<file path="src/rtl/core/mboxsplit_pkg.sv">
// Shared types, table states, symbols and transition functions of the mailbox splitter.
`default_nettype none
package mboxsplit_pkg;

   typedef enum logic [1:0] {
      KIND_DATA,
      KIND_END,
      KIND_BND,
      KIND_NOM
   } kind_type;

   typedef struct packed {
      logic       valid;
      kind_type   kind;
      logic [7:0] data;
   } res_type;

   // Reading transition: first result, landing state, whether the symbol is held.
   typedef struct packed {
      res_type    res;
      logic [5:0] next;
      logic       grab;
   } step_type;

   // Queue word: result of the reading transition, then the non-reading chain.
   typedef struct packed {
      res_type    head;
      logic [5:0] chain;
      logic [8:0] held;
   } cmd_type;

   localparam logic [5:0]
      ST_0  = 6'd0,  ST_1  = 6'd1,  ST_2  = 6'd2,  ST_3  = 6'd3,  ST_4  = 6'd4,
      ST_5  = 6'd5,  ST_6  = 6'd6,  ST_7  = 6'd7,  ST_8  = 6'd8,  ST_9  = 6'd9,
      ST_10 = 6'd10, ST_11 = 6'd11, ST_12 = 6'd12, ST_13 = 6'd13, ST_14 = 6'd14,
      ST_15 = 6'd15, ST_16 = 6'd16, ST_17 = 6'd17, ST_18 = 6'd18, ST_19 = 6'd19,
      ST_20 = 6'd20, ST_21 = 6'd21, ST_22 = 6'd22, ST_23 = 6'd23, ST_24 = 6'd24,
      ST_25 = 6'd25, ST_26 = 6'd26, ST_27 = 6'd27, ST_28 = 6'd28, ST_29 = 6'd29,
      ST_30 = 6'd30, ST_31 = 6'd31, ST_32 = 6'd32, ST_33 = 6'd33, ST_34 = 6'd34,
      ST_35 = 6'd35, ST_36 = 6'd36, ST_37 = 6'd37, ST_38 = 6'd38, ST_39 = 6'd39,
      ST_40 = 6'd40, ST_41 = 6'd41, ST_42 = 6'd42, ST_43 = 6'd43;

   localparam logic [8:0] SYM_END = 9'h100;
   localparam logic [8:0] SYM_NL  = 9'h00a;
   localparam logic [8:0] SYM_SP  = 9'h020;
   localparam logic [8:0] SYM_GT  = 9'h03e;
   localparam logic [8:0] SYM_F   = 9'h046;
   localparam logic [8:0] SYM_R   = 9'h072;
   localparam logic [8:0] SYM_O   = 9'h06f;
   localparam logic [8:0] SYM_M   = 9'h06d;

   localparam res_type RES_NONE = '{valid: 1'b0, kind: KIND_DATA, data: 8'h00};

   function automatic res_type res_char(input logic [8:0] ch);
      res_type r;
      r.valid = 1'b1;
      r.kind  = KIND_DATA;
      r.data  = ch[7:0];
      return r;
   endfunction

   function automatic res_type res_code(input kind_type k);
      res_type r;
      r.valid = 1'b1;
      r.kind  = k;
      r.data  = 8'h00;
      return r;
   endfunction

   // A held end mark comes back out as an end-of-input result.
   function automatic res_type res_held(input logic [8:0] held);
      res_type r;
      r = held[8] ? res_code(KIND_END) : res_char(held);
      return r;
   endfunction

   function automatic step_type read_step(input logic [5:0] st, input logic [8:0] sym);
      step_type r;
      logic     is_end;
      r.res  = RES_NONE;
      r.next = st;
      r.grab = 1'b0;
      is_end = (sym == SYM_END);
      unique case (st) inside
         ST_0: begin
            if (sym == SYM_NL) r.next = ST_1;
            else if (is_end) begin r.next = ST_31; r.res = res_code(KIND_END); end
            else begin r.next = ST_0; r.res = res_char(sym); r.grab = 1'b1; end
         end
         ST_1: begin
            if (sym == SYM_F) r.next = ST_3;
            else if (is_end) begin r.next = ST_31; r.res = res_code(KIND_END); end
            else if (sym == SYM_GT) begin r.next = ST_22; r.res = res_char(SYM_NL); end
            else if (sym == SYM_NL) begin r.next = ST_1; r.res = res_char(SYM_NL); end
            else begin r.next = ST_2; r.res = res_char(SYM_NL); r.grab = 1'b1; end
         end
         ST_3, ST_6, ST_10, ST_15: begin
            if (st == ST_3 && sym == SYM_R) r.next = ST_6;
            else if (st == ST_6 && sym == SYM_O) r.next = ST_10;
            else if (st == ST_10 && sym == SYM_M) r.next = ST_15;
            else if (st == ST_15 && sym == SYM_SP) r.next = ST_21;
            else if (is_end) begin r.next = ST_31; r.res = res_code(KIND_END); end
            else begin
               r.res  = res_char(SYM_NL);
               r.grab = 1'b1;
               r.next = (st == ST_3) ? ST_4 : (st == ST_6) ? ST_7 :
                        (st == ST_10) ? ST_11 : ST_16;
            end
         end
         ST_21: begin
            if (sym == SYM_NL) begin r.next = ST_37; r.res = res_code(KIND_BND); end
            else if (is_end) begin r.next = ST_31; r.res = res_code(KIND_END); end
            else begin r.next = ST_21; r.grab = 1'b1; end
         end
         ST_22: begin
            if (sym == SYM_GT) begin r.next = ST_22; r.res = res_char(SYM_GT); end
            else if (sym == SYM_F) r.next = ST_23;
            else begin r.next = ST_2; r.res = res_char(SYM_GT); r.grab = 1'b1; end
         end
         ST_23, ST_24, ST_25, ST_26: begin
            if (st == ST_23 && sym == SYM_R) r.next = ST_24;
            else if (st == ST_24 && sym == SYM_O) r.next = ST_25;
            else if (st == ST_25 && sym == SYM_M) r.next = ST_26;
            else if (st == ST_26 && sym == SYM_SP) begin
               r.next = ST_27;
               r.res  = res_char(SYM_F);
            end else begin
               r.res  = res_char(SYM_GT);
               r.grab = 1'b1;
               r.next = (st == ST_23) ? ST_4 : (st == ST_24) ? ST_7 :
                        (st == ST_25) ? ST_11 : ST_16;
            end
         end
         ST_32, ST_33, ST_34, ST_35, ST_36: begin
            if (st == ST_32 && sym == SYM_R) r.next = ST_33;
            else if (st == ST_33 && sym == SYM_O) r.next = ST_34;
            else if (st == ST_34 && sym == SYM_M) r.next = ST_35;
            else if (st == ST_35 && sym == SYM_SP) r.next = ST_36;
            else if (st == ST_36 && sym == SYM_NL) r.next = ST_37;
            else if (is_end) begin r.next = ST_31; r.res = res_code(KIND_NOM); end
            else begin
               r.grab = 1'b1;
               r.next = (st == ST_36) ? ST_36 : ST_31;
            end
         end
         ST_37, ST_39: begin
            if (sym == SYM_F) r.next = (st == ST_37) ? ST_40 : ST_3;
            else if (is_end) begin r.next = ST_31; r.res = res_code(KIND_END); end
            else if (sym == SYM_GT) r.next = ST_22;
            else if (st == ST_39 && sym == SYM_NL) r.next = ST_1;
            else begin r.next = ST_2; r.grab = 1'b1; end
         end
         ST_40, ST_41, ST_42, ST_43: begin
            if (st == ST_40 && sym == SYM_R) r.next = ST_41;
            else if (st == ST_41 && sym == SYM_O) r.next = ST_42;
            else if (st == ST_42 && sym == SYM_M) r.next = ST_43;
            else if (st == ST_43 && sym == SYM_SP) r.next = ST_21;
            else if (is_end) begin r.next = ST_31; r.res = res_code(KIND_END); end
            else begin
               r.grab = 1'b1;
               r.next = (st == ST_40) ? ST_4 : (st == ST_41) ? ST_7 :
                        (st == ST_42) ? ST_11 : ST_16;
            end
         end
         default: begin
            // seeking the first From line; unknown codes behave the same
            if (sym == SYM_F) r.next = ST_32;
            else if (is_end) begin r.next = ST_31; r.res = res_code(KIND_NOM); end
            else begin r.next = ST_31; r.grab = 1'b1; end
         end
      endcase
      return r;
   endfunction

   // Result of one non-reading state (none for reading states).
   function automatic res_type chain_emit(input logic [5:0] st, input logic [8:0] held);
      res_type r;
      r = RES_NONE;
      unique case (st) inside
         ST_4, ST_7, ST_11, ST_16:               r = res_char(SYM_F);
         ST_8, ST_12, ST_17, ST_27:              r = res_char(SYM_R);
         ST_13, ST_18, ST_28:                    r = res_char(SYM_O);
         ST_19, ST_29:                           r = res_char(SYM_M);
         ST_30:                                  r = res_char(SYM_SP);
         ST_2, ST_5, ST_9, ST_14, ST_20:         r = res_held(held);
         default:                                r = RES_NONE;
      endcase
      return r;
   endfunction

   function automatic logic is_chain(input logic [5:0] st);
      res_type r;
      r = chain_emit(st, SYM_END);
      return r.valid;
   endfunction

   function automatic logic [5:0] chain_next(input logic [5:0] st);
      logic [5:0] n;
      unique case (st) inside
         ST_2, ST_5, ST_9, ST_14, ST_20:  n = ST_38;
         ST_30:                           n = ST_0;
         ST_4, ST_7, ST_8, ST_11, ST_12, ST_13, ST_16, ST_17, ST_18, ST_19,
         ST_27, ST_28, ST_29:             n = st + 6'd1;
         default:                         n = st;
      endcase
      return n;
   endfunction

   // Reading state in which a chain starting at st comes to rest.
   function automatic logic [5:0] chain_end(input logic [5:0] st, input logic [8:0] held);
      logic [5:0] n;
      unique case (st) inside
         ST_2, ST_4, ST_5, ST_7, ST_8, ST_9, ST_11, ST_12, ST_13, ST_14,
         ST_16, ST_17, ST_18, ST_19, ST_20:  n = (held == SYM_NL) ? ST_39 : ST_0;
         ST_27, ST_28, ST_29, ST_30:         n = ST_0;
         default:                            n = st;
      endcase
      return n;
   endfunction

endpackage
`default_nettype wire

</file>
<file path="src/rtl/core/mboxsplit_front.sv">
// Front end: takes input words, runs the reading transition and queues the work.
`default_nettype none
module mboxsplit_front (
   input  wire logic                   clock,
   input  wire logic                   reset,
   input  wire logic                   req_valid,
   output logic                        req_stall,
   input  wire logic [7:0]             req_in_byte,
   input  wire logic                   req_end_of_input,
   input  wire logic                   q_full,
   output logic                        q_push,
   output mboxsplit_pkg::cmd_type      q_cmd
);
   import mboxsplit_pkg::*;

   logic [5:0] state_ff, state_in;
   logic [8:0] held_ff, held_in;
   logic [8:0] sym;
   logic       accept;
   step_type   step;

   assign req_stall = q_full;
   assign accept    = req_valid && !q_full;
   assign sym       = req_end_of_input ? SYM_END : {1'b0, req_in_byte};

   always_comb begin
      step     = read_step(state_ff, sym);
      held_in  = step.grab ? sym : held_ff;
      state_in = chain_end(step.next, held_in);
      q_cmd.head  = step.res;
      q_cmd.chain = step.next;
      q_cmd.held  = held_in;
      // drop words that give no result
      q_push = accept && (step.res.valid || is_chain(step.next));
   end

   always_ff @(posedge clock) begin
      if (reset) begin
         state_ff <= ST_31;
         held_ff  <= '0;
      end else if (accept) begin
         state_ff <= state_in;
         held_ff  <= held_in;
      end
   end

endmodule
`default_nettype wire

</file>
<file path="src/rtl/core/mboxsplit_queue.sv">
// Short command queue between the front and back ends.
`default_nettype none
module mboxsplit_queue #(
   parameter int DEPTH = 4
) (
   input  wire logic                   clock,
   input  wire logic                   reset,
   input  wire logic                   push,
   input  mboxsplit_pkg::cmd_type      push_cmd,
   output logic                        full,
   input  wire logic                   pop,
   output logic                        not_empty,
   output mboxsplit_pkg::cmd_type      pop_cmd
);
   import mboxsplit_pkg::*;

   localparam int AW = (DEPTH > 1) ? $clog2(DEPTH) : 1;

   cmd_type     mem [DEPTH];
   logic [AW-1:0] wr_ff, wr_in, rd_ff, rd_in;
   logic [AW:0]   count_ff, count_in;

   assign full      = (count_ff == (AW+1)'(DEPTH));
   assign not_empty = (count_ff != '0);
   assign pop_cmd   = mem[rd_ff];

   always_comb begin
      wr_in    = wr_ff;
      rd_in    = rd_ff;
      count_in = count_ff;
      if (push) wr_in = (wr_ff == AW'(DEPTH - 1)) ? '0 : wr_ff + 1'b1;
      if (pop)  rd_in = (rd_ff == AW'(DEPTH - 1)) ? '0 : rd_ff + 1'b1;
      if (push && !pop) count_in = count_ff + 1'b1;
      else if (pop && !push) count_in = count_ff - 1'b1;
   end

   always_ff @(posedge clock) begin
      if (push) mem[wr_ff] <= push_cmd;
   end

   always_ff @(posedge clock) begin
      if (reset) begin
         wr_ff    <= '0;
         rd_ff    <= '0;
         count_ff <= '0;
      end else begin
         wr_ff    <= wr_in;
         rd_ff    <= rd_in;
         count_ff <= count_in;
      end
   end

endmodule
`default_nettype wire

</file>
<file path="src/rtl/core/mboxsplit_back.sv">
// Back end: expands queued commands into result words, one per cycle while rsp_stall is low.
`default_nettype none
module mboxsplit_back (
   input  wire logic                   clock,
   input  wire logic                   reset,
   input  wire logic                   q_not_empty,
   input  mboxsplit_pkg::cmd_type      q_cmd,
   output logic                        q_pop,
   output logic                        rsp_valid,
   input  wire logic                   rsp_stall,
   output logic [7:0]                  rsp_out_byte,
   output logic [1:0]                  rsp_kind,
   output logic                        rsp_last
);
   import mboxsplit_pkg::*;

   res_type    head_ff;
   logic [5:0] chain_ff;
   logic [8:0] held_ff;
   logic       out_valid_ff;
   logic [7:0] out_byte_ff;
   kind_type   out_kind_ff;
   logic       out_last_ff;

   logic       busy, load;
   res_type    cur;
   logic       cur_last;

   assign busy  = head_ff.valid || is_chain(chain_ff);
   assign load  = !out_valid_ff || !rsp_stall;
   assign q_pop = !busy && q_not_empty;

   always_comb begin
      if (head_ff.valid) begin
         cur      = head_ff;
         cur_last = !is_chain(chain_ff);
      end else begin
         cur      = chain_emit(chain_ff, held_ff);
         cur_last = !is_chain(chain_next(chain_ff));
      end
   end

   always_ff @(posedge clock) begin
      if (reset) begin
         head_ff      <= RES_NONE;
         chain_ff     <= ST_0;
         held_ff      <= '0;
         out_valid_ff <= 1'b0;
      end else begin
         if (q_pop) begin
            head_ff  <= q_cmd.head;
            chain_ff <= q_cmd.chain;
            held_ff  <= q_cmd.held;
         end else if (busy && load) begin
            // advance past the word just issued
            if (head_ff.valid) head_ff.valid <= 1'b0;
            else chain_ff <= chain_next(chain_ff);
         end
         if (load) out_valid_ff <= busy;
      end
   end

   always_ff @(posedge clock) begin
      if (busy && load) begin
         out_byte_ff <= cur.data;
         out_kind_ff <= cur.kind;
         out_last_ff <= cur_last;
      end
   end

   assign rsp_valid    = out_valid_ff;
   assign rsp_out_byte = out_byte_ff;
   assign rsp_kind     = out_kind_ff;
   assign rsp_last     = out_last_ff;

endmodule
`default_nettype wire

</file>
<file path="src/rtl/core/mbox_message_splitter_core.sv">
// Mailbox message splitter: top level joining front end, command queue and back end.
`default_nettype none
// Splits a mailbox byte stream into messages. Each input word carries a byte or the
// end-of-input mark and gives zero to six result words (data byte, end of input,
// message boundary, or no message found), the final one of them flagged by rsp_last.
// The front end takes one input word per cycle while the command queue has room; the
// back end issues one result word per cycle while rsp_stall is low, but it loads the
// next command only once every result of the current one is issued, and words that
// give no result are never queued. Input stalls only when QUEUE_DEPTH commands are
// waiting.
module mbox_message_splitter_core #(
   parameter int QUEUE_DEPTH = 4
) (
   input  wire logic       clock,
   input  wire logic       reset,
   input  wire logic       req_valid,
   output logic            req_stall,
   input  wire logic [7:0] req_in_byte,
   input  wire logic       req_end_of_input,
   output logic            rsp_valid,
   input  wire logic       rsp_stall,
   output logic [7:0]      rsp_out_byte,
   output logic [1:0]      rsp_kind,
   output logic            rsp_last
);
   import mboxsplit_pkg::*;

   logic    q_push, q_full, q_pop, q_not_empty;
   cmd_type push_cmd, pop_cmd;

   mboxsplit_front u_front (
      .clock            (clock),
      .reset            (reset),
      .req_valid        (req_valid),
      .req_stall        (req_stall),
      .req_in_byte      (req_in_byte),
      .req_end_of_input (req_end_of_input),
      .q_full           (q_full),
      .q_push           (q_push),
      .q_cmd            (push_cmd)
   );

   mboxsplit_queue #(.DEPTH(QUEUE_DEPTH)) u_queue (
      .clock     (clock),
      .reset     (reset),
      .push      (q_push),
      .push_cmd  (push_cmd),
      .full      (q_full),
      .pop       (q_pop),
      .not_empty (q_not_empty),
      .pop_cmd   (pop_cmd)
   );

   mboxsplit_back u_back (
      .clock        (clock),
      .reset        (reset),
      .q_not_empty  (q_not_empty),
      .q_cmd        (pop_cmd),
      .q_pop        (q_pop),
      .rsp_valid    (rsp_valid),
      .rsp_stall    (rsp_stall),
      .rsp_out_byte (rsp_out_byte),
      .rsp_kind     (rsp_kind),
      .rsp_last     (rsp_last)
   );

`ifndef SYNTHESIS
   a_no_overflow: assert property (@(posedge clock) disable iff (reset)
      q_push |-> !q_full)
      else $error("command queue written while full");

   a_pop_nonempty: assert property (@(posedge clock) disable iff (reset)
      q_pop |-> q_not_empty)
      else $error("command queue read while empty");

   a_final_kinds: assert property (@(posedge clock) disable iff (reset)
      (rsp_valid && (rsp_kind == KIND_BND || rsp_kind == KIND_NOM)) |-> rsp_last)
      else $error("boundary or no-message word not flagged last");

   a_reset_idle: assert property (@(posedge clock)
      $past(reset) |-> !rsp_valid)
      else $error("result valid right after reset");
`endif

endmodule
`default_nettype wire
</file>
<file path="config.mk">
export PLATFORM = sky130hd
export DESIGN_NAME = mbox_message_splitter_core
export DESIGN_NICKNAME = d
export VERILOG_FILES = /design/src/rtl/core/mboxsplit_pkg.sv /design/src/rtl/core/mboxsplit_front.sv /design/src/rtl/core/mboxsplit_queue.sv /design/src/rtl/core/mboxsplit_back.sv /design/src/rtl/core/mbox_message_splitter_core.sv
export SDC_FILE = /design/constraint.sdc
export NUM_CORES = 1
export LEC_CHECK = 0
export ABC_CLOCK_PERIOD_IN_PS = 5100
export BUFFER_PORTS_ARGS = -buffer_cell sky130_fd_sc_hd__buf_4
export CAP_MARGIN = 20
export CORE_MARGIN = 5
export CORE_UTILIZATION = 45
export CTS_CLUSTER_SIZE = 28
export DETAILED_ROUTE_END_ITERATION = 7
export PLACE_DENSITY = 0.66
export SYNTH_ARGS = -nofsm -noshare
export SYNTH_HDL_FRONTEND = slang
export SYNTH_SLANG_ARGS = --single-unit
</file>
<file path="constraint.sdc">
create_clock -name clock -period 5.1 [get_ports clock]
set_input_delay 1.02 -clock clock [delete_from_list [all_inputs] [get_ports clock]]
set_output_delay 1.02 -clock clock [all_outputs]
set_load 0.01 [all_outputs]
</file>
## After elaboration in Yosys (flattened, before gate mapping)

Memories as Yosys holds them, arrays and structs flattened. A register that Yosys moved wholly into a read port is not among the register bits.
Index checks and enable logic that the tools add are counted.

- Equality and inequality tests: 92
- Reduce and logical (&&, ||, !) cells: 63
- Multiplexer cells: 127
- $add $sub $neg: 5

Operator list:

| kind | count |
|---|---|
| 2-to-1 mux 11 bit | 25 |
| 2-to-1 mux 6 bit | 36 |
| equality test 6 x 5 -> 1 bit (second input constant) | 33 |
| case mux 11 bit (6 select lines) | 3 |
| case mux 18 bit (9 select lines) | 1 |
| equality test 6 x 4 -> 1 bit (second input constant) | 20 |
| equality test 6 bit (second input constant) | 11 |
| equality test 6 x 3 -> 1 bit (second input constant) | 10 |
| case mux 10 bit (6 select lines) | 1 |
| 2-to-1 mux 15 bit | 3 |
| OR reduction 4 bit | 10 |
| equality test 9 x 7 -> 1 bit (second input constant) | 4 |
| 2-to-1 mux 1 bit | 35 |
| 2-to-1 mux 17 bit | 2 |
| 2-to-1 mux 9 bit | 3 |
| 2-to-1 mux 5 bit | 5 |
| equality test 6 x 2 -> 1 bit (second input constant) | 4 |
| logical AND 1 bit | 24 |
| OR reduction 5 bit | 4 |
| equality test 9 x 4 -> 1 bit (second input constant) | 2 |
| equality test 9 x 6 -> 1 bit (second input constant) | 2 |
| case mux 6 bit (3 select lines) | 1 |
| OR reduction 15 bit | 1 |
| 2-to-1 mux 13 bit | 1 |
| 23 further kinds | 46 |

- Memory bits (writable): 104
- Logic and storage cells: 302
- Input port bits: 13
- Register bits: 60
- Memories: 1
- Output and inout bits: 13

Memories:

| memory | words | bits a word | rd ports | clocked after memory_dff | write ports | line | source |
|---|---|---|---|---|---|---|---|
| u_queue.mem | 4 | 26 | 1 | 1 | 1 | mboxsplit_queue.sv:19 | `cmd_type mem [DEPTH];` |

## Longest topological paths before layout

Gate-level depths: netlist of run 1.

- Depth after elaboration: 19
- Mapped depth: 17
- Mapped depth without buffers: 15

## Cells and area by module

From an unflattened synthesis of run 1, not the netlist that was laid out.

- Cell total of the unflattened synthesis: 791
- Area total of the unflattened synthesis: 8715.9 um^2

Modules (own cells, without submodules):

| module | cells each | times used | sequential area each (um^2) | area each (um^2) |
|---|---|---|---|---|
| mboxsplit_queue | 180 | 1 | 3303.2 | 4239.1 |
| mboxsplit_front | 364 | 1 | 300.3 | 2434.8 |
| mboxsplit_back | 247 | 1 | 870.8 | 2042.0 |

## Worst setup path before layout of run 1

Ideal clock, no wire load.

- Kind: input -> register
- From: input port req_in_byte[3]
- To: register u_queue.count_ff[2]
- Path buffers: 1
- Path slack: 0.534 ns
- Required time: 5.030 ns
- Stages: 15
- Arrival time: 4.496 ns
- Library setup time: 0.070 ns
- Cells stage by stage: buf_4 -> nor4b_4 -> nand4_2 -> o31ai_1 -> a22oi_1 -> a2111o_1 -> nor4_4 -> nor2_2 -> a31oi_4 -> ha_1 -> inv_1 -> fa_1 -> xor2_1 -> or3_1 -> a21oi_1

- Cells in the longest elaborated chain, start to end: 17
- Elaborated cells between the ends (all ways): 118
- Classes of those cells: 27 x eq/ne; 62 x mux; 29 x reduce/logical

RTL lines:

| element | line | source |
|---|---|---|
| from (decl) | mbox_message_splitter_core.sv:18 | `input wire logic [7:0] req_in_byte,` |
| 2-to-1 mux 9 bit * | mboxsplit_front.sv:24 | `assign sym = req_end_of_input ? SYM_END : {1'b0, req_in_byte};` |
| equality test 9 bit or equality test 9 x 4 -> 1 bit (tied branches) | -- |  |
| 2-to-1 mux 6 bit or logical AND 1 bit (tied branches) | mboxsplit_pkg.sv:140, mboxsplit_pkg.sv:139 |  |
| 2-to-1 mux 6 bit | mboxsplit_pkg.sv:139 | `else if (st == ST_36 && sym == SYM_NL) r.next = ST_37;` |
| 2-to-1 mux 6 bit | mboxsplit_pkg.sv:138 | `else if (st == ST_35 && sym == SYM_SP) r.next = ST_36;` |
| 2-to-1 mux 6 bit | mboxsplit_pkg.sv:137 | `else if (st == ST_34 && sym == SYM_M) r.next = ST_35;` |
| 2-to-1 mux 6 bit | mboxsplit_pkg.sv:136 | `else if (st == ST_33 && sym == SYM_O) r.next = ST_34;` |
| 2-to-1 mux 6 bit | mboxsplit_pkg.sv:135 | `if (st == ST_32 && sym == SYM_R) r.next = ST_33;` |
| [2 not listed] | -- |  |
| OR reduction 5 bit, or another cell as far along | mboxsplit_pkg.sv:179 | `unique case (st) inside` |
| case mux 11 bit (6 select lines) | mboxsplit_pkg.sv:179 |  |
| logical OR 1 bit * | mboxsplit_front.sv:34 | `q_push = accept && (step.res.valid \|\| is_chain(step.next));` |
| logical AND 1 bit * | mboxsplit_front.sv:34 |  |
| via q_push | mbox_message_splitter_core.sv:28 | `logic q_push, q_full, q_pop, q_not_empty;` |
| zero test 1 bit | mboxsplit_queue.sv:34 | `else if (pop && !push) count_in = count_ff - 1'b1;` |
| logical AND 1 bit | mboxsplit_queue.sv:34 |  |
| nonzero test 2 bit (no line) | -- |  |
| to (signal assigned) | mboxsplit_queue.sv:49 | `count_ff <= count_in;` |
| to (decl) | mboxsplit_queue.sv:21 | `logic [AW:0] count_ff, count_in;` |

The timed path passes the listed nets; every way through them passes the cells marked *.
A chain may end at the register's enable or synchronous reset.

## Worst setup path after layout of run 1

- From: input port req_end_of_input
- To: register u_queue.count_ff[2]

- Cells in the longest elaborated chain, start to end: 17
- Elaborated cells between the ends (all ways): 118
- Classes of those cells: 27 x eq/ne; 62 x mux; 29 x reduce/logical

RTL lines:

| element | line | source |
|---|---|---|
| from (decl) | mbox_message_splitter_core.sv:19 | `input wire logic req_end_of_input,` |
| 2-to-1 mux 9 bit * | mboxsplit_front.sv:24 |  |
| equality test 9 bit or equality test 9 x 4 -> 1 bit (tied branches) | -- |  |
| 2-to-1 mux 6 bit or logical AND 1 bit (tied branches) | mboxsplit_pkg.sv:140, mboxsplit_pkg.sv:139 |  |
| 2-to-1 mux 6 bit | mboxsplit_pkg.sv:139 |  |
| 2-to-1 mux 6 bit | mboxsplit_pkg.sv:138 |  |
| 2-to-1 mux 6 bit | mboxsplit_pkg.sv:137 |  |
| 2-to-1 mux 6 bit | mboxsplit_pkg.sv:136 |  |
| 2-to-1 mux 6 bit | mboxsplit_pkg.sv:135 |  |
| [2 not listed] | -- |  |
| OR reduction 5 bit, or another cell as far along | mboxsplit_pkg.sv:179 |  |
| case mux 11 bit (6 select lines) | mboxsplit_pkg.sv:179 |  |
| logical OR 1 bit * | mboxsplit_front.sv:34 |  |
| logical AND 1 bit * | mboxsplit_front.sv:34 |  |
| via q_push | mbox_message_splitter_core.sv:28 |  |
| zero test 1 bit | mboxsplit_queue.sv:34 |  |
| logical AND 1 bit | mboxsplit_queue.sv:34 |  |
| nonzero test 2 bit (no line) | -- |  |

Marked as above.

==> impl_metrics.toml, run 1 <==
[place]
place_worst_setup_slack_ns = 0.254
numPlacedInstances = 1051
gp_routability_congestion = 1.03
dpl_cell_area_sq_mm = 0.00935
portBuffers = 25
place.detailed.hpwl_mm = 14.5

[hold_path]
hold_path_class = "flip-flop to flip-flop"
timing.hold.worst_path_depth = 2

[routing]
first_pass_iteration_count_of_the_detailed_router = 5
drc = 0
wire_per_inst_um = 19.0
drt_iter0_markers = 505
drt-vias-per-instance = 5.90
routed_wirelength_mm = 20.5
post_route_antenna_net_violation_count = 0
via_count = 6386

[yosys]
postSynthCellCount = 792
synth_nets = 816
synth.most_common_cell = "edfxtp_1"
yosys.area.top_type_share_pct = 38.8
number_of_flops_mapped_to_enable_cells_by_yosys = 115
yosys_most_used_dff = "edfxtp_1"
ys_seq_elements = 166
netlist_area_sq_mm = 0.00889
ys_async_sr_fraction_pct = 0
top_post_synthesis_cells_by_area = "edfxtp_1, dfxtp_1, mux4_2"
synth_top_cell_by_area = "edfxtp_1"
yosysSeqAreaShare_pct = 50.3
netlist_top_cells_count = "edfxtp_1, nand2_1, nor2_1"
number_of_synthesis_warnings = 0
yosysUniqueCellTypes = 97
syn_avg_cell_area_sq_um = 11.2

[die]
floorplan.die_area_sq_mm = 0.0227
die-height_um = 151
boundaryPins = 26
core_sq_mm = 0.0195
dieWidth_um = 151
std_cell_rows = 51
initial_core_util_pct = 45.7

[cells_and_area]
finish.utilization_pct = 50.9
insertedDiodeCount = 0
final_cells = 1082
layout-drive-gt1-share_pct = 18.2
area.growth.synth_to_final_pct = 11.5
final_net_count = 829
post-route-cell-area_sq_mm = 0.00991

[worst_setup_path]
crit_required_ns = 5.44
crit_path_end_kind = "flip-flop"
critical_path.top_delay_family = "compound AO/OA/AOI/OAI gates"
cp-start-kind = "input port"
crit_slowest_cell = "a2111o_1"
timing.reg2reg.worst_path_depth = 14
cp_num_cells = 15
setup.worst_path.class = "input port to flip-flop"
critPathBufInv = 2
cp_slowest_stage_delay_ns = 0.44
worstPathMaxFanout = 18
crit_path_frequent_cell = "o211ai_1"
critical_path.cell_chain = "buf_4, nor3b_4, o2111ai_1, o211ai_1, o211ai_1, a2111o_1, nor4_4, nor2_2, a31oi_4, ha_1, inv_1, fa_1, xor2_1, or3_1, a21oi_1"
worst-endpoint-arrival_ns = 4.84

[clock_tree]
root_driver = "clkbuf_16"
cts-resized-gates = 0
path_clk_slew_ns = 0.06
clock_tree.htree_level_count = 4
clock_tree.buffer_depth = 2
cts.hold.buffers_added = 0
worstSkewPairLatency_ns = 0.41
post-cts-setup-buffers = 0
cts-buffers-inserted = 17
clock_sinks = 166
cts_tree = "done"

[power_and_ir_drop]
static-leakage-power_nw = 3.36
power.density_mw_per_mm2 = 570
ir_worst_vdd_mv = 0.295
p_total_mw = 5.65

[timing]
min_period_ns = 4.50
timing.final.crit_share_pct = 88.2
rsz_0062_raised_after_global_routing = "false"
max_freq_mhz = 222
slew_headroom_pct = 35.8
finClkSkew_ns = 0.00761
tightest_slew_ns = 0.962
hold_viol_final = 0
fin_worst_hold_slack_ns = 0.456
slew_viol_final = 0
fin_tns_setup_ns = 0
layout_setup_ws_ns = 0.601
setup_viol_count_final = 0

[global_routing]
grt_start_max_net_pins = 53
grt_overflow_total = 0
antenna_found_initial = 0
grt_first_pass_wirelength_mm = 33.6
grt.total_usage_pct = 19.0
first_global_vias = 6248

[run]
cap_viol_max_count = 0

[status]
result_of_the_run = "finished, final reports clean"
-- kinds of logic after synthesis --
logic type	after synthesis	share of synthesized area, %
fa+ha+maj	11	1.63
flops	166	50.3
buf+inv	72	3.43
xor+xnor	11	1.25
simple gates	314	20.4
mux	43	8.70
compound gates	175	14.2
-- registers in the layout (all words and copies together) (netlist names), 3 cells and up, named ones only --
signal               flops
u_back.rsp_out_byte      8
u_front.state_ff         6
u_back.chain_ff          6
u_queue.count_ff         3
u_queue.mem            104
u_back.held_ff           9
u_back.head_ff          11
u_front.held_ff          9
-- worst reg2reg max path, stage by stage, from the launching register on --
cell and delay, ns:
dfxtp_1 0.63, nor2b_1 0.45, nand3_1 0.21, o21ai_0 0.40, o211ai_1 0.21, a2111o_1 0.44, nor4_4 0.40, nor2_2 0.08
a31oi_4 0.20, ha_1 0.21, inv_1 0.07, fa_1 0.43, xor2_1 0.18, or3_1 0.31, a21oi_1 0.14
-- where the power goes --
group          leakage [nW]  switching, mW  internal [mW]
Clock                 0.265          0.492          0.717
Combinational          1.62           1.33          0.923
Sequential             1.48          0.253           1.94
-- final cells by class --
type	instances	area, sq um
clock inverter	12	130
clock buffer	19	433
inverter	18	67.6
sequential	166	4480
multi-input combinational	554	4110
tap	265	332
timing repair buffer	48	360
fill	1705	9550
-- worst paths after layout --
check / slack, ns / startpoint / endpoint
max: 0.60 / req_end_of_input / u_queue.count_ff[2]
min: 0.46 / u_back.held_ff[0] / u_back.held_ff[0]
max reg2reg: 0.67 / u_front.state_ff[5] / u_queue.count_ff[2]
min reg2reg: 0.46 / u_back.held_ff[0] / u_back.held_ff[0]
-- layout by cell type (no fill, tap or decap), types with 26 or more instances in the layout --
cell type	count
a21oi_1	48
buf_4	48
dfxtp_1	50
edfxtp_1	115
mux4_2	26
nand2_1	81
nor2_1	63
nor3_1	26
o21ai_0	26
-- metal layers --
metal	part of all wire, %	global-route usage, %	vias to the layer above
li1	-	-	3047
met1	44	24.7	3075
met2	49	31.7	206
met3	4.2	3.13	58
met4	3.3	7.78	0
met5	0	0	-
Power figures use the tool's default switching activity.
==> run 2: changes to the inputs <==
Settings changed: PLACE_DENSITY 0.66 to 0.68, SKIP_CTS_REPAIR_TIMING set to 1, SKIP_LAST_GASP set to 1.
==> run 2 against run 1 <==
Against the previous run: register-to-register slack got worse by 0.11 ns; hold slack improved by 0.0036 ns; via count decreased by 0.31%; critical path depth decreased by 1; die area unchanged; largest cell class unchanged.
==> impl_metrics.toml, run 2 (same netlist as run 1, synthesis figures left out) <==
[cells_and_area]
layout-drive-gt1-share_pct = 18.2
ff_latch_area_sq_mm = 0.00448
combined_area_of_the_multi_input_logic_cells_sq_mm = 0.00411
final_net_count = 826
area.growth.synth_to_final_pct = 11.4
most_frequent_standard_cell_in_the_layout_excluding_fill_and_tap_cells = "edfxtp_1"
largestRegisters = "u_queue.mem (104), u_back.head_ff (11)"
max_flop_register = "u_queue.mem"
insertedDiodeCount = 0
fillers = 1707
finish.utilization_pct = 50.9
largest_reg_flops = 104
most-common-layout-cells = "edfxtp_1, nand2_1, nor2_1"

[routing]
drc = 0
drt_iter0_markers = 594
via_count = 6366
post_route_antenna_net_violation_count = 0
wire_per_inst_um = 19.1
first_pass_iteration_count_of_the_detailed_router = 5
routed_wirelength_mm = 20.7
drt-vias-per-instance = 5.89

[die]
die-height_um = 151
initial_core_util_pct = 45.7
boundaryPins = 26
core_sq_mm = 0.0195
dieWidth_um = 151
floorplan.die_area_sq_mm = 0.0227
std_cell_rows = 51

[timing]
hold_viol_final = 0
min_period_ns = 4.54
fin_tns_setup_ns = 0
timing.final.crit_share_pct = 89.1
slew_headroom_pct = 35.3
setup_viol_count_final = 0
finClkSkew_ns = 0.00709
slew_viol_final = 0
tightest_slew_ns = 0.970
max_freq_mhz = 220
rsz_0062_raised_after_global_routing = "false"

[worst_setup_path]
crit_path_end_kind = "flip-flop"
worst-endpoint-arrival_ns = 4.90
r2r_start = "u_front.state_ff[1]"
cp-startpoint = "u_front.state_ff[1]"
timing.reg2reg.worst_path_depth = 14
critical_path.cell_chain = "nand2b_1, nor3_1, a211oi_1, a2111oi_0, nand3b_1, and4bb_2, o21ai_2, a31oi_4, ha_1, inv_1, fa_1, xor2_1, or3_1, a21oi_1"
crit_required_ns = 5.46
setup.worst_path.class = "flip-flop to flip-flop"
timing.reg2reg.setup_slack_ns = 0.56
cp-start-kind = "flip-flop"
crit_slowest_cell = "dfxtp_1"
worstPathMaxFanout = 23
timing.rr.end = "u_queue.count_ff[2]"
cp_slowest_stage_delay_ns = 0.80

[clock_tree]
clock_tree.buffer_depth = 2
clock_sinks = 166
path_clk_slew_ns = 0.06
root_driver = "clkbuf_16"
clock_tree.htree_level_count = 4
cts-buffers-inserted = 17
worstSkewPairLatency_ns = 0.43
cts_tree = "done"

[power_and_ir_drop]
ir_worst_vdd_mv = 0.295
share_of_power_burned_in_the_clock_network_pct = 22.0
power_frac_seq_pct = 39.0
sw_frac_of_total_pct = 37.2
switchingPower_mw = 2.12
static-leakage-power_nw = 3.36
p_comb_share_pct = 39.0
cell_internal_pwr_mw = 3.58
power.density_mw_per_mm2 = 576

[run]
cap_viol_max_count = 0

[global_routing]
antenna_found_initial = 0
grt_start_max_net_pins = 53
grt_first_pass_wirelength_mm = 33.6
grt.total_usage_pct = 19.3
first_global_vias = 6146
grt_overflow_total = 0

[place]
place.detailed.hpwl_mm = 14.4
gp_routability_congestion = 1.01
portBuffers = 25

[hold_path]
timing.hold.worst_path_depth = 2
hold_path_class = "flip-flop to flip-flop"
holdPathEnd = "u_back.head_ff[6]"
hold_path.startpoint = "u_back.head_ff[6]"

[status]
result_of_the_run = "finished, final reports clean"
## run 2: cell types whose count changed in the layout (fill, tap and decap cells not counted), sizes merged
cell and change:
buf -3, clkinvlp -1, clkbuf -1, clkinv +1, inv +2
## run 2: cell type report
class,count,area share (%)
Tap cell,265,3.35
Clock inverter,14,1.50
Multi-Input combinational cell,554,41.5
Sequential cell,166,45.2
Inverter,18,0.682
Clock buffer,18,4.33
Timing Repair Buffer,45,3.41
## run 2: critical path: cells and delay by family (launching register included)
| family | cells | cell delay, ns |
|---|---|---|
| AND/OR/NAND/NOR | 5 | 1.74 |
| AO/OA/AOI/OAI | 5 | 1.04 |
| flip-flops | 1 | 0.80 |
| XOR/XNOR | 1 | 0.17 |
| adder cells (fa/ha/maj) | 2 | 0.64 |
| buffers and inverters | 1 | 0.07 |
## run 2: power groups by stage
stage	clock network, mW	logic [mW]	registers (mW)
2_1_floorplan	0	1.75	2.09
3_3_place_gp	0	2.20	2.24
3_5_place_dp	0	2.22	2.25
4_1_cts	1.28	2.23	2.23
5_1_grt	1.34	2.46	2.27
6_report	1.25	2.22	2.22
## run 2: worst max-delay path by stage
stage | end | slack, ns
after global routing | u_queue.count_ff[2] | 0.20
final | u_queue.count_ff[2] | 0.56
after global placement | u_queue.count_ff[2] | 0.26
after CTS | u_queue.count_ff[2] | 0.57
after detailed placement | u_queue.count_ff[2] | 0.21
after floorplan | u_queue.count_ff[2] | 0.53
## run 2: metrics by stage
step | area (sq um) | setup WS, ns | cells | power (mW) | hold slack, ns
finish | 9900 | 0.556 | 1080 | 5.70 | 0.460
global route | 9900 | 0.202 | 1080 | 6.07 | 0.476
CTS | 9900 | 0.565 | 1080 | 5.73 | 0.459
detailed placement | 9320 | 0.213 | 1048 | 4.47 | 0.450
global placement | 9320 | 0.263 | 1048 | 4.44 | 0.445
floorplan | 8890 | 0.534 | 792 | 3.84 | 0.432
## run 2: metal layers
metal,global-route usage [%],vias up,share of wire [%]
met5,0,-,0
met4,8.87,0,3.5
met3,3.37,52,4.6
met2,29.8,206,47
met1,26.5,3061,45
li1,-,3047,-
